### src/hw/rtl/c8step_pkg.sv
// Shared types, codes and the hex font table for the CHIP-8 instruction step block.
`timescale 1ns / 1ps

package c8step_pkg;

    localparam int ADDR_W  = 12;
    localparam int BYTE_W  = 8;
    localparam int OP_W    = 16;
    localparam int STAT_W  = 3;
    localparam int DEPTH_W = 5;
    localparam int REG_N   = 16;
    localparam int RIDX_W  = 4;

    localparam int IN_DATA_W  = 24;
    localparam int OUT_DATA_W = 56;

    localparam int QUEUE_DEPTH = 2;
    localparam int QPTR_W      = 1;
    localparam int QCNT_W      = 2;

    localparam logic [ADDR_W-1:0] PC_START  = 12'h200;
    localparam logic [ADDR_W-1:0] FONT_BASE = 12'h050;
    localparam logic [ADDR_W-1:0] FONT_LEN  = 12'd80;

    localparam logic [STAT_W-1:0] ST_OK     = 3'd0;
    localparam logic [STAT_W-1:0] ST_SYS    = 3'd1;
    localparam logic [STAT_W-1:0] ST_UNDER  = 3'd2;
    localparam logic [STAT_W-1:0] ST_OVER   = 3'd3;
    localparam logic [STAT_W-1:0] ST_UNIMPL = 3'd4;

    localparam logic [OP_W-1:0] OP_CLS = 16'h00E0;
    localparam logic [OP_W-1:0] OP_RET = 16'h00EE;

    localparam logic [3:0] OPG_SYS     = 4'h0;
    localparam logic [3:0] OPG_JP      = 4'h1;
    localparam logic [3:0] OPG_CALL    = 4'h2;
    localparam logic [3:0] OPG_SE_IMM  = 4'h3;
    localparam logic [3:0] OPG_SNE_IMM = 4'h4;
    localparam logic [3:0] OPG_SE_REG  = 4'h5;
    localparam logic [3:0] OPG_LD_IMM  = 4'h6;
    localparam logic [3:0] OPG_ADD_IMM = 4'h7;
    localparam logic [3:0] OPG_ALU     = 4'h8;
    localparam logic [3:0] ALU_MOV     = 4'h0;

    localparam logic [BYTE_W-1:0] FONT [80] = '{
        8'hF0, 8'h90, 8'h90, 8'h90, 8'hF0, 8'h20, 8'h60, 8'h20, 8'h20, 8'h70,
        8'hF0, 8'h10, 8'hF0, 8'h80, 8'hF0, 8'hF0, 8'h10, 8'hF0, 8'h10, 8'hF0,
        8'h90, 8'h90, 8'hF0, 8'h10, 8'h10, 8'hF0, 8'h80, 8'hF0, 8'h10, 8'hF0,
        8'hF0, 8'h80, 8'hF0, 8'h90, 8'hF0, 8'hF0, 8'h10, 8'h20, 8'h40, 8'h40,
        8'hF0, 8'h90, 8'hF0, 8'h90, 8'hF0, 8'hF0, 8'h90, 8'hF0, 8'h10, 8'hF0,
        8'hF0, 8'h90, 8'hF0, 8'h90, 8'h90, 8'hE0, 8'h90, 8'hE0, 8'h90, 8'hE0,
        8'hF0, 8'h80, 8'h80, 8'h80, 8'hF0, 8'hE0, 8'h90, 8'h90, 8'h90, 8'hE0,
        8'hF0, 8'h80, 8'hF0, 8'h80, 8'hF0, 8'hF0, 8'h80, 8'hF0, 8'h80, 8'h80
    };

    typedef struct packed {
        logic                is_step;
        logic [ADDR_W-1:0]   address;
        logic [BYTE_W-1:0]   data;
    } item_t;

    // First member is the most significant: status lands in the lowest bits.
    typedef struct packed {
        logic [DEPTH_W-1:0]  stack_depth;
        logic                screen_cleared;
        logic [BYTE_W-1:0]   reg_value;
        logic [RIDX_W-1:0]   reg_index;
        logic                reg_written;
        logic                skipped;
        logic [ADDR_W-1:0]   next_pc;
        logic [OP_W-1:0]     opcode_seen;
        logic [STAT_W-1:0]   status;
    } result_t;

    localparam int RESULT_W = $bits(result_t);

endpackage

### src/hw/rtl/c8step_front.sv
// Front end: accepts stream items, classifies them and buffers them in a two-entry queue.
`timescale 1ns / 1ps

module c8step_front
(
    input  logic                                clk,
    input  logic                                rst_n,
    input  logic                                in_valid,
    output logic                                in_ready,
    input  logic                                in_kind,
    input  logic [c8step_pkg::IN_DATA_W-1:0]    in_data,
    input  logic                                clearing,
    output c8step_pkg::item_t                   item,
    output logic                                item_valid,
    input  logic                                item_ready
);

    c8step_pkg::item_t                  q_mem [c8step_pkg::QUEUE_DEPTH];
    c8step_pkg::item_t                  in_item;
    logic [c8step_pkg::QPTR_W-1:0]      wp_reg;
    logic [c8step_pkg::QPTR_W-1:0]      wp_next;
    logic [c8step_pkg::QPTR_W-1:0]      rp_reg;
    logic [c8step_pkg::QPTR_W-1:0]      rp_next;
    logic [c8step_pkg::QCNT_W-1:0]      cnt_reg;
    logic [c8step_pkg::QCNT_W-1:0]      cnt_next;
    logic                               push;
    logic                               pop;

    always_comb
    begin
        in_item.is_step = in_kind;
        in_item.address = in_data[c8step_pkg::ADDR_W-1:0];
        in_item.data    = in_data[c8step_pkg::ADDR_W +: c8step_pkg::BYTE_W];
    end

    assign in_ready   = (cnt_reg != c8step_pkg::QCNT_W'(c8step_pkg::QUEUE_DEPTH)) && !clearing;
    assign item_valid = (cnt_reg != '0);
    assign item       = q_mem[rp_reg];
    assign push       = in_valid && in_ready;
    assign pop        = item_valid && item_ready;

    always_comb
    begin
        wp_next  = push ? wp_reg + 1'b1 : wp_reg;
        rp_next  = pop ? rp_reg + 1'b1 : rp_reg;
        cnt_next = cnt_reg + c8step_pkg::QCNT_W'(push) - c8step_pkg::QCNT_W'(pop);
    end

    always_ff @(posedge clk or negedge rst_n)
    begin
        if (!rst_n)
        begin
            wp_reg  <= '0;
            rp_reg  <= '0;
            cnt_reg <= '0;
        end
        else
        begin
            wp_reg  <= wp_next;
            rp_reg  <= rp_next;
            cnt_reg <= cnt_next;
        end
    end

    always_ff @(posedge clk)
    begin
        if (push)
        begin
            q_mem[wp_reg] <= in_item;
        end
    end

endmodule

### config.mk
export PLATFORM = sky130hd
export DESIGN_NAME = c8step_front
export DESIGN_NICKNAME = d
export VERILOG_FILES = /design/src/hw/rtl/c8step_pkg.sv /design/src/hw/rtl/c8step_front.sv
export SDC_FILE = /design/constraint.sdc
export NUM_CORES = 1
export LEC_CHECK = 0
export ABC_AREA = 1
export BUFFER_PORTS_ARGS = -buffer_cell sky130_fd_sc_hd__buf_2
export CORE_MARGIN = 2
export CORE_UTILIZATION = 37
export DETAILED_ROUTE_END_ITERATION = 16
export PLACE_DENSITY_LB_ADDON = 0.3
export SLEW_MARGIN = 10
export SYNTH_ARGS = -nofsm -noshare
export SYNTH_HDL_FRONTEND = slang
export SYNTH_SLANG_ARGS = --single-unit
### constraint.sdc
create_clock -name clk -period 2.68 [get_ports clk]
set_clock_uncertainty 0.15 [all_clocks]
set_input_delay 0.268 -clock clk [delete_from_list [all_inputs] [get_ports clk]]
set_output_delay 0.268 -clock clk [all_outputs]
set_load 0.05 [all_outputs]
==> run metrics, run 1 <==
run status complete, no violations; cell taking the most area after synthesis edfxtp_1; fraction of synthesized cell area taken by the top area cell type slightly above 70%; slew margin rel. between 70% and 80%; DRC violation count after routing 0; Worst Path Class, Setup reg2out; Reg2Reg Launch Point cnt_reg[0]; via count of the first global-routing pass 1092; met1 Track Usage GR 13.30%; total clock buffers created by CTS 5; maximum buffer depth of the clock tree 2; register-to-register setup slack approximately 1100 ps; Post-synth EDFFs 42; total global routing overflow 0; max FFs per register 42; ratio of total power to cell area 1132 nW/um2; final layout net count between 200 and 250; minimum setup slack in the final design approximately 830 ps; Worst-Margin Slew just under 400 ps; clk sink count 46; width of the chip around 73 um; routing usage on met3 5.387%; Total Negative Setup Slacks 0 ps; number of synthesized register bits 46; class of the tightest hold or removal check in2reg; TritonCTS clock tree built; Worst EP required roughly 2300 ps; max-slew violation total from the final report 0; number of distinct library cells after synthesis 12; Yosys warning count 0; post-detailed-placement cell area just over 2000 um2; worst-skew pair later-pin latency roughly 290 ps; critical path launch point type flop; post-synthesis async set-or-reset flop share 8.696%; overall power of the completed layout 2.568 mW; most instantiated library cell after synthesis nand2_1; average vias per placed instance between 4 and 5; cell leakage power a little over 1 nW; Reg clk slew, reported paths ~80 ps; Iter 0 DRT Violations 50; die area roughly 5400 um2; worst setup slack before clock tree synthesis around 1100 ps; Total GRT Usage between 10% and 20%; unrepaired setup endpoints after global routing false; detailed-router iteration count before antenna repair 4; post-cts repair resize count 0; final cell area excluding filler cells ~2300 um2; number of diodes added for antenna fixing 0; Initial Util 38.04%; antenna violations before repair 0; arrival time at the worst endpoint 1430 ps; maximum number of pins on one net before global-route repair 23; per-instance average area after synthesis 12.40 um2; count of mapped cells out of synthesis around 140; final-report hold violation count 0; Die Y-Extent between 70 and 80 um; most instantiated cells after synthesis 75 x nand2_1, 42 x edfxtp_1, 9 x inv_1; fmax about 0.54 GHz; RePlAce Congestion around 0.71; met2 usage about a fifth; Post-synth top flop edfxtp_1; cell depth of the worst hold path 1; Clock Tree Root clkbuf_8; wire length of the first global-routing pass between 4000 and 5000 um; critical path startpoint rp_reg; Hold EP q_mem[0][7]; R2R cell count 9; origin of the worst min-delay path in_data[19]; final hold slack ~16 ps; Fill cells 400; R2R Path End cnt_reg[1]; total number of placement rows 25; crit path max fanout 22; area delta synth->final 27.95%; HPWL after detailed placement around 1900 um; port buffer count 48; count of boundary I/O pins 53; post-route ant nets 0; most utilized layer in the global route result met2; clock period minus worst slack approximately 1800 ps; max-cap violations 0; sequential cell area fraction in the yosys report about three quarters; synthesized cell area 1773 um2; syn nets 175; layout cells sized above 1 slightly below 30%; Core ar. around 4700 um2; Setup Viol. Count Final 0; portion of the clock cycle consumed by the worst path in the final layout 68.92%; aggregate routed wire length approximately 3000 um; mean routed wirelength per cell roughly 11 um; maximum level of the CTS H-tree 2; detailed-route via count ~1100; critical path capture point type output port; IR Drop Worst-Case VDD just over 0.0006 V; Synth area leaders edfxtp_1 71%, nand2_1 16%, dfrtp_1 5.6%
## report_power, final
group,switching [mW],internal (mW)
clock,0.211,0.278
sequential,0.0343,0.903
combinational,0.899,0.243
total,1.14,1.42
## cells in the final DEF (no fill, tap or decap), drive strengths merged
| master | instances |
|---|---|
| nand2 | 75 |
| buf | 51 |
| edfxtp | 42 |
| inv | 10 |
| dlygate4sd3 | 9 |
| clkbuf | 6 |
| dfrtp | 4 |
| nand3 | 3 |
| ha | 2 |
| a21oi | 1 |
| nand4 | 1 |
| nor2 | 1 |
| clkinvlp | 1 |
| bufinv | 1 |
## area by class of cell
cell class	count	area (um2)	share of cell area (%)
Clock buffer	6	72.57	3.199
Clock inverter	2	37.54	1.655
Inverter	10	37.54	1.655
Multi-Input combinational cell	83	339.1	14.95
Sequential cell	46	1361	60.01
Tap cell	54	67.56	2.978
Timing Repair Buffer	60	352.8	15.55
## metal layers
| metal | vias to the layer above | wire length (um) | share of wire [%] |
|---|---|---|---|
| met2 | 35 | 1483 | 50 |
| met3 | 6 | 191 | 6.4 |
| met5 | - | 0 | 0 |
| li1 | 595 | - | - |
| met4 | 0 | 55 | 1.9 |
| met1 | 497 | 1238 | 42 |
## critical path, stage by stage (launching register included)
cell     delay, ps
dfrtp_1        390
inv_2          300
nand2_1        110
nand2_1         80
buf_2          260
## worst max-delay path by stage
| stage | to | slack (ps) |
|---|---|---|
| 2_1_floorplan | q_mem[1][0] | 640 |
| 3_3_place_gp | item[10] | 1130 |
| 3_5_place_dp | item[7] | 1100 |
| 4_1_cts | item[7] | 770 |
| 5_1_grt | item[15] | 700 |
| 6_report | item[7] | 830 |
## cells by family after synthesis
group,Yosys count,share of synthesized area [%]
AO/OA/AOI/OAI,1,0.2820
adder cells (fa/ha/maj),2,1.411
buffers and inverters,14,4.234
flip-flops,46,76.78
AND/OR/NAND/NOR,80,17.29
## through the flow
| stage | std cells | util [%] |
|---|---|---|
| 6_report | 261 | 48.67 |
| 5_1_grt | 261 | 48.67 |
| 4_1_cts | 253 | 46.95 |
| 3_5_place_dp | 244 | 44.38 |
| 3_3_place_gp | 244 | 44.38 |
| 2_1_floorplan | 143 | - |
## repair_timing
item / in CTS / in global routing
buffers inserted: 0 / 0
hold buffers: 1 / 8
hold endpoints to repair: 4 / 15
No activity file was read; power rests on OpenSTA's default activity.
==> run 2, diff against run 1 <==
Clock period 2.68 ns to 1.6 ns, I/O delays scaled along.
==> run metrics, run 2 (synthesis gave the netlist of run 1 again) <==
run status complete, no violations; total global routing overflow 0; max-cap violations 0; most used cells in the layout excluding fill and tap cells 70 x nand2_1, 42 x edfxtp_1, 27 x buf_2; HPWL after detailed placement 1992 um; class of the tightest hold or removal check in2async; Initial Util a little under two fifths; TritonCTS clock tree built; count of boundary I/O pins 53; Post-Layout Cell Count 279; switching power summed over all nets approximately 2.1 mW; crit path max fanout 22; IR Drop Worst-Case VDD approximately 0.00085 V; fmax between 0.6 and 0.7 GHz; maximum buffer depth of the clock tree 2; antenna violations before repair 0; aggregate routed wire length between 3000 and 4000 um; Worst Path Class, Setup reg2out; area delta synth->final 47.57%; post-detailed-placement cell area ~2100 um2; width of the chip approximately 73 um; Reg clk slew, reported paths approximately 80 ps; met1 Track Usage GR between 10% and 20%; final layout net count 256; Total Negative Setup Slacks 0 ps; number of diodes added for antenna fixing 0; Worst-Margin Slew about 260 ps; Fill cells between 300 and 400; Total GRT Usage between 10 and 15%; maximum number of pins on one net before global-route repair 23; part of the power in registers between 30% and 40%; R2R Path End q_mem[1][11]; delay of the slowest cell on the worst path between 400 and 500 ps; register-to-register setup slack around 80 ps; arrival time at the worst endpoint approximately 1300 ps; die area between 5000 and 6000 um2; R2R cell count 5; register cell area after layout 1363 um2; Reg2Reg Launch Point cnt_reg[1]; Clock Tree Root clkbuf_8; worst setup slack before clock tree synthesis roughly 57 ps; mean routed wirelength per cell roughly 13 um; minimum setup slack in the final design around 27 ps; met2 usage approximately 25%; average vias per placed instance about 4.4; final-report hold violation count 0; RePlAce Congestion around 0.79; Comb power frac between 50% and 60%; slew margin rel. 83.04%; routing usage on met3 about 4.7%; critical path cell sequence buf_12, nand2_1, nand2_1, buf_4; max FFs per register between 40 and 50; total number of placement rows 25; max-slew violation total from the final report 0; via count of the first global-routing pass 1206; DRC violation count after routing 0; port buffer count 48; overall power of the completed layout 4.753 mW; critical path launch point type flop; unrepaired setup endpoints after global routing true; portion of the clock cycle consumed by the worst path in the final layout 98.32%; layout cells sized above 1 between 30% and 40%; Most Frequent Cell on Critical Path nand2_1; post-route ant nets 0; final cell area excluding filler cells 2616 um2; Iter 0 DRT Violations just over 80; number of cells in the design after placement 245; Pint approximately 2.6 mW; Core ar. 4661 um2; most common cell after layout, fill and taps aside nand2_1; clock period minus worst slack between 1500 and 2000 ps; Final Core Density 56.13%; clk sink count 46; wire length of the first global-routing pass between 5000 and 6000 um; final hold slack approximately 45 ps; net switching fraction of the power 44.27%; critical path capture point type output port; cell leakage power roughly 1.1 nW; Critical-path top delay cell dfrtp_2; maximum level of the CTS H-tree 2; multi-input logic area 381.6 um2; Setup Viol. Count Final 0; detailed-route via count between 1000 and 1500; clock group share of total power about 14%; Worst EP required 1290 ps; most utilized layer in the global route result met2; total clock buffers created by CTS 5; Die Y-Extent roughly 73 um; worst-skew pair later-pin latency about 290 ps; detailed-router iteration count before antenna repair 4; ratio of total power to cell area between 1500 and 2000 nW/um2
-- run 2: cell types whose count changed in the layout (fill, tap and decap cells not counted), sizes merged --
cell / previous run / this run
bufinv: 1 / 0
clkinvlp: 1 / 0
clkinv: 0 / 2
dlygate4sd3: 9 / 23
buf: 51 / 55
-- run 2: per-layer routing --
layer,share of wire (%),vias up
li1,-,628
met1,42,580
met2,52,31
met3,4.6,2
met4,0.56,0
met5,0,-
-- run 2: worst max path at each step --
| stage | end | slack [ps] | cells past startpoint | start |
|---|---|---|---|---|
| 6_report | item[20] | 30 | 4 | rp_reg |
| 5_1_grt | item[20] | -40 | 4 | rp_reg |
| 4_1_cts | item[18] | 20 | 4 | rp_reg |
| 3_5_place_dp | cnt_reg[1] | 60 | 10 | cnt_reg[0] |
| 3_3_place_gp | cnt_reg[1] | 60 | 9 | cnt_reg[0] |
| 2_1_floorplan | cnt_reg[1] | 4 | 9 | cnt_reg[1] |
-- run 2: repair_timing --
action | in CTS | in global routing
setup buffers | 0 | 3
pin swaps | 0 | 5
endpoints found under the hold margin | 47 | 0
gates resized for setup | 26 | 28
setup endpoints to repair | 21 | 23
hold buffers | 23 | 0
-- run 2: final cells by class --
cell class | count | area share (%)
tap | 54 | 2.582
sequential | 46 | 52.08
inverter | 10 | 1.722
timing repair buffer | 78 | 25.73
clock buffer | 6 | 2.774
clock inverter | 2 | 0.5261
multi-input combinational | 83 | 14.59
-- run 2: worst max-delay path, delay by kind of cell (launching register included) --
kind	cells	cell delay [ps]
flip-flops	1	450
buffers and inverters	2	380
AND/OR/NAND/NOR	2	140
-- run 2: power groups by stage --
stage                     combinational, mW  sequential (mW)  clock, mW
after floorplan                        1.58             1.59          0
after global placement                 1.98             1.59          0
after detailed placement               2.00             1.60          0
after CTS                              2.22             1.58      0.700
after global routing                   2.66             1.62      0.755
final                                  2.48             1.60      0.670
